<file path="src/rtl/core/bsmm_pkg.sv">
// Package for the bank switched memory mapper: request/response types,
// operation codes and decode constants. No dependencies.
package bsmm_pkg;

    localparam logic [1:0] OP_MEM_READ   = 2'd0;
    localparam logic [1:0] OP_MEM_WRITE  = 2'd1;
    localparam logic [1:0] OP_PORT_WRITE = 2'd2;
    localparam logic [1:0] OP_PORT_READ  = 2'd3;

    localparam int          NUM_ROWS      = 8;
    localparam int          OFFSET_W      = 14;
    localparam logic [13:0] SCREEN_BYTES  = 14'd6912;
    localparam logic [2:0]  SCREEN_BANK   = 3'd5;
    localparam logic [2:0]  SHADOW_BANK   = 3'd7;
    localparam logic [2:0]  SLOT1_BANK    = 3'd5;
    localparam logic [2:0]  SLOT2_BANK    = 3'd2;
    localparam logic [2:0]  BORDER_RESET  = 3'd2;

    // paging register and ULA port bit positions
    localparam int PG_SHADOW = 3;
    localparam int PG_ROM    = 4;
    localparam int PG_LOCK   = 5;
    localparam int ULA_BEEP  = 4;

    typedef struct packed {
        logic [1:0]  operation;
        logic [15:0] address;
        logic [7:0]  write_data;
        logic [63:0] key_rows;
    } bsmm_req_t;

    typedef struct packed {
        logic        is_rom;
        logic [16:0] phys_address;
        logic        write_enable;
        logic        screen_write;
        logic [7:0]  port_read_data;
        logic        shadow_screen;
        logic [2:0]  border_colour;
        logic        beeper_level;
        logic        paging_locked;
    } bsmm_rsp_t;

    typedef struct packed {
        logic [7:0] paging;
        logic [2:0] border;
        logic       beeper;
    } bsmm_state_t;

endpackage

</file>
<file path="src/rtl/core/bsmm_decode.sv">
// Access decode for the bank switched memory mapper: address translation,
// port decode, keyboard read and next machine state. Uses bsmm_pkg.
module bsmm_decode (
    input  bsmm_pkg::bsmm_req_t   req,
    input  bsmm_pkg::bsmm_state_t cur,
    output bsmm_pkg::bsmm_state_t nxt,
    output bsmm_pkg::bsmm_rsp_t   rsp
);
    import bsmm_pkg::*;

    logic [1:0]          slot;
    logic [OFFSET_W-1:0] offset;
    logic [2:0]          bank;
    logic [2:0]          shown;
    logic                paging_hit;
    logic                ula_hit;
    logic [7:0]          kbd;

    assign slot   = req.address[15:14];
    assign offset = req.address[OFFSET_W-1:0];
    assign shown  = cur.paging[PG_SHADOW] ? SHADOW_BANK : SCREEN_BANK;

    // A15=0, A1=0 selects paging; A0=0 selects border/beeper and keyboard
    assign paging_hit = !req.address[15] && !req.address[1];
    assign ula_hit    = !req.address[0];

    always_comb begin
        case (slot)
            2'd0:    bank = {2'b00, cur.paging[PG_ROM]};
            2'd1:    bank = SLOT1_BANK;
            2'd2:    bank = SLOT2_BANK;
            default: bank = cur.paging[2:0];
        endcase
    end

    always_comb begin
        kbd = 8'hFF;
        for (int i = 0; i < NUM_ROWS; i++) begin
            if (!req.address[8+i]) begin
                kbd = kbd & req.key_rows[8*i +: 8];
            end
        end
    end

    always_comb begin
        nxt               = cur;
        rsp.is_rom        = 1'b0;
        rsp.phys_address  = '0;
        rsp.write_enable  = 1'b0;
        rsp.screen_write  = 1'b0;
        rsp.port_read_data = 8'hFF;
        unique case (req.operation)
            OP_MEM_READ, OP_MEM_WRITE: begin
                rsp.is_rom       = (slot == 2'd0);
                rsp.phys_address = {bank, offset};
                if (req.operation == OP_MEM_WRITE) begin
                    rsp.write_enable = (slot != 2'd0);
                    rsp.screen_write = (slot != 2'd0) && (bank == shown)
                                       && (offset < SCREEN_BYTES);
                end
            end
            OP_PORT_WRITE: begin
                if (paging_hit && !cur.paging[PG_LOCK]) begin
                    nxt.paging = req.write_data;
                end
                if (ula_hit) begin
                    nxt.border = req.write_data[2:0];
                    nxt.beeper = req.write_data[ULA_BEEP];
                end
            end
            OP_PORT_READ: begin
                if (ula_hit) begin
                    rsp.port_read_data = kbd;
                end
            end
            default: begin
                rsp.port_read_data = 8'hFF;
            end
        endcase
        rsp.shadow_screen = nxt.paging[PG_SHADOW];
        rsp.border_colour = nxt.border;
        rsp.beeper_level  = nxt.beeper;
        rsp.paging_locked = nxt.paging[PG_LOCK];
    end

endmodule

</file>
<file path="src/rtl/core/bank_switched_memory_mapper.sv">
// Bank switched memory mapper top level: request register, decode, state
// registers and response register. Uses bsmm_pkg and bsmm_decode.
//
// Takes one CPU bus request per cycle while the response side is not stalled,
// and returns one response per request: each request is held in the request
// register, then its response in the response register, with the
// whole translation done by the single decode stage between them. A request
// may be accepted while a finished response waits. Paging, border and beeper
// registers reset to 0, 2 and 0, and the state fields of each response show
// the state after that request.
module bank_switched_memory_mapper (
    input  logic                 aclk,
    input  logic                 aresetn,
    input  logic                 s_valid,
    output logic                 s_ready,
    input  bsmm_pkg::bsmm_req_t  s_req,
    output logic                 m_valid,
    input  logic                 m_ready,
    output bsmm_pkg::bsmm_rsp_t  m_rsp
);
    import bsmm_pkg::*;

    logic        in_valid_reg;
    bsmm_req_t   in_req_reg;
    logic        out_valid_reg;
    bsmm_rsp_t   out_rsp_reg;
    bsmm_state_t state_reg;
    bsmm_state_t state_next;
    bsmm_rsp_t   rsp_next;
    logic        advance;

    assign advance = !out_valid_reg || m_ready;
    assign s_ready = !in_valid_reg || advance;
    assign m_valid = out_valid_reg;
    assign m_rsp   = out_rsp_reg;

    bsmm_decode u_decode (
        .req (in_req_reg),
        .cur (state_reg),
        .nxt (state_next),
        .rsp (rsp_next)
    );

    always_ff @(posedge aclk) begin
        if (!aresetn) begin
            in_valid_reg     <= 1'b0;
            out_valid_reg    <= 1'b0;
            state_reg.paging <= '0;
            state_reg.border <= BORDER_RESET;
            state_reg.beeper <= 1'b0;
        end else begin
            if (s_ready) begin
                in_valid_reg <= s_valid;
            end
            if (advance) begin
                out_valid_reg <= in_valid_reg;
            end
            if (in_valid_reg && advance) begin
                state_reg <= state_next;
            end
        end
    end

    always_ff @(posedge aclk) begin
        if (s_ready && s_valid) begin
            in_req_reg <= s_req;
        end
        if (in_valid_reg && advance) begin
            out_rsp_reg <= rsp_next;
        end
    end

endmodule

</file>
<file path="config.mk">
export PLATFORM = sky130hd
export DESIGN_NAME = bank_switched_memory_mapper
export DESIGN_NICKNAME = d
export VERILOG_FILES = /design/src/rtl/core/bsmm_pkg.sv /design/src/rtl/core/bsmm_decode.sv /design/src/rtl/core/bank_switched_memory_mapper.sv
export SDC_FILE = /design/constraint.sdc
export NUM_CORES = 1
export LEC_CHECK = 0
export ABC_AREA = 1
export BUFFER_PORTS_ARGS = -buffer_cell sky130_fd_sc_hd__buf_4
export CORE_MARGIN = 3
export CORE_UTILIZATION = 50
export DETAILED_ROUTE_END_ITERATION = 6
export PLACE_DENSITY = 0.72
export SETUP_SLACK_MARGIN = 0.02
export SYNTH_ARGS = -nofsm -noshare
export SYNTH_HDL_FRONTEND = slang
export SYNTH_HIERARCHICAL = 1
export SYNTH_SLANG_ARGS = --single-unit
</file>
<file path="constraint.sdc">
create_clock -name aclk -period 10.15 [get_ports aclk]
set_clock_uncertainty 0.15 [all_clocks]
set_input_delay 3.045 -clock aclk [delete_from_list [all_inputs] [get_ports aclk]]
set_output_delay 3.045 -clock aclk [all_outputs]
set_load 0.1 [all_outputs]
</file>
Word-level counts from Yosys, hierarchy flattened:

Index checks and enable logic that the tools add are counted.

* equality and inequality tests: 6
* reduce and logical (&&, ||, !) cells: 20
* magnitude comparators: 1
* bitwise operators: 8
* muxes and demuxes: 13

Operator list (count)
* $mux 8: 8
* $and 8x8->8: 7
* $lt 14x13->1 const B: 1
* $mux 10: 1
* $pmux 3 s3: 1
* $eq 2x2->1 const B: 3
* $logic_and 1x1->1: 6
* $mux 6: 1
* $logic_not 1->1: 5
* $eq 2x1->1 const B: 2
* $logic_not 2->1: 2
* $mux 4: 1
* $reduce_or 2->1: 2
* $eq 3x3->1: 1
* $reduce_and 3->1: 1
* $logic_or 1x1->1: 2
* $mux 2: 1
* $reduce_and 2->1: 1
* $reduce_bool 2->1: 1
* $not 1->1: 1

* output and inout port bits: 36
* input port bits: 94
* word-level logic and storage cells: 67
* register bits after elaboration: 134

Longest topological paths before layout:

* depth in word-level cells: 15
* mapped depth: 10

Hierarchy:

The synthesis kept the hierarchy.

By module, submodules not included
* bank_switched_memory_mapper: cells each 213, sequential area each 4003.8 um2, area each 4395.5 um2, times used 1
* bsmm_decode: cells each 298, sequential area each 0.0 um2, area each 1202.4 um2, times used 1

Worst setup path after synthesis:

Ideal clock, no wire load.

* path type: input port to output port
* from: input m_ready
* to: output s_ready
* stages on the path: 2
* arrival time: 3865 ps
* path slack: 3090 ps
* required time: 6955 ps
* cell sequence: inv_2 nand3_1

* longest elaborated chain between the ends: 2

Ends and longest elaborated chain
* start: declaration: RTL line bank_switched_memory_mapper.sv:18 `input logic m_ready,`
* $logic_or 1x1->1: RTL line bank_switched_memory_mapper.sv:32 `assign advance = !out_valid_reg || m_ready;`
* $logic_or 1x1->1: RTL line bank_switched_memory_mapper.sv:33 `assign s_ready = !in_valid_reg || advance;`
* end: declaration: RTL line bank_switched_memory_mapper.sv:15 `output logic s_ready,`

Every way passes these cells.

Worst setup path after layout:

Ends and elaborated chain as after synthesis.

==> results.toml <==
[routing]
wire_per_inst_um = 14.2
remaining_drc_errors = 0
via_per_inst = 4.68
postRouteAntennaNets = 0
wl_um = 11000
drt-pass1-iter-count = 4
vias = 3615
drt_iter0_drc = 138

[die]
rows = 37
core_um2 = 10500
ioPinCount = 130
die-height_um = 110
initial_utilization_pct = 51.9
die_area_um2 = 12100
die_w_um = 110

[clock_network]
cts_resized = 0
root_buffer = "clkbuf_8"
cts_tree = "built"
cts.sinks = 134
hold_buffers = 0
cts_max_path_buffers = 2
cts_setup_buffers = 0
clkTransAtPathRegs_ns = 0.06
cts_max_level = 4
cts_made_buffers = 17
clk_latency_ns = 0.52

[global_routing]
grt_overflow = 0
grt_max_degree = 89
antenna_found_initial = 0
grt_pass1_wl_um = 17000
grt_pass1_vias = 3510
grt_use_total_pct = 19.4

[synthesis]
syn_avg_cell_area_um2 = 11.1
synth_cells = 491
synth_nets = 585
yosys_warnings = 6
netlist_area_um2 = 5430

[pwr]
powerDensity_nw_per_um2 = 199
peakVddDrop_mv = 0.136
finalPower_mw = 1.39
p_leak_nw = 3.23

[critical_path]
rrSetupSlack_ns = 7.75
critPathLaunchType = "primary input"
required_ns = 6.96
arrival_ns = 3.65
worstReg2RegEnd = "in_req_reg[69]"
timing.rr.start = "in_valid_reg"
worst_setup_path_end_kind = "output port"
path_max_fanout = 3
worstRegToRegCells = 4
worstSetupPathType = "in2out"

[hold_path]
worstHoldEndpoint = "state_reg[2]"
worstHoldStart = "state_reg[2]"
worstHoldPathCells = 2
hp-class = "reg2reg"

[place]
hpwl_um = 7440
dpl_worst_slack_ns = 3.33
port_buffers = 127
place.gp.congestion = 0.806

[timing]
fin_setup_tns_ns = 0
fmax_mhz = 146
layout_min_cycle_time_ns = 6.85
fin_crit_sh_pct = 67.5
relSlewSlack_pct = 27.3
slew_viol_final = 0
setup_ws_ns = 3.30
finalSetupViolCount = 0
worst_pin_slew_ns = 1.09
rsz0062_at_grt = "false"
hold_violations = 0

[layout]
antenna_cells = 0
syn2layout_area_growth_pct = 29.4
drive_gt1_share_pct = 26.8
fin_nets = 718
largest_reg_flops = 88

[flow_run]
cap_violations = 0

[run_status]
run_status = "complete, no violations"
## metal layers
| metal | wire length (um) | share of wire [%] | vias to the layer above | track usage [%] |
|---|---|---|---|---|
| met5 | 0 | 0 | - | 0 |
| met4 | 277 | 2.5 | 0 | 7.83 |
| met3 | 853 | 7.7 | 20 | 6.93 |
| met2 | 5510 | 50 | 148 | 32.4 |
| met1 | 4370 | 40 | 1642 | 22.9 |
| li1 | - | - | 1805 | - |
## layout make-up
type / instances / area (um2)
sequential: 134 / 3900
fill: 777 / 3440
multi-input combinational: 238 / 1010
timing repair buffer: 129 / 968
clock buffer: 19 / 422
inverter: 104 / 392
tap: 136 / 170
clock inverter: 13 / 161
## through the flow
stage,cell area [um2],hold WS (ns),utilization (%),cells
after detailed placement,6440,0.303,61.6,741
after global routing,7030,0.347,67.1,773
after floorplan,5430,0.279,-,491
after global placement,6440,0.293,61.6,741
final,7030,0.322,67.1,773
after CTS,7030,0.319,67.1,773
## how the worst max path moves through the flow
stage,end,startpoint,depth (start not counted)
2_1_floorplan,s_ready,m_ready,2
3_3_place_gp,s_ready,m_ready,4
3_5_place_dp,s_ready,m_ready,4
4_1_cts,s_ready,m_ready,4
5_1_grt,s_ready,m_ready,4
6_report,s_ready,m_ready,4
## layout by cell type (no fill, tap or decap), types with 2 or more instances in the layout
master     instances
clkbuf_1           2
nand3_2            6
a21oi_1           13
nand2_1          146
dfxtp_1           12
edfxtp_1         122
o21ai_0            8
nand3_1           12
clkinv_2           7
inv_2              4
bufinv_16          4
inv_1             93
buf_4            129
nor3_1             2
clkbuf_16         16
nor2_1            46
clkinv_1           9
## worst max-delay path, cell delays in order
cell and delay (ns):
buf_4 0.11, inv_2 0.06, nand3_1 0.13, buf_4 0.30
## report_power, final
part           total (mW)  internal, mW  switching (mW)  leakage, nW
combinational       0.143        0.0468          0.0961         1.67
sequential          0.651         0.638          0.0130         1.27
clock               0.601         0.393           0.208        0.291
total                1.39          1.08           0.317         3.23
Power figures use the tool's default switching activity.
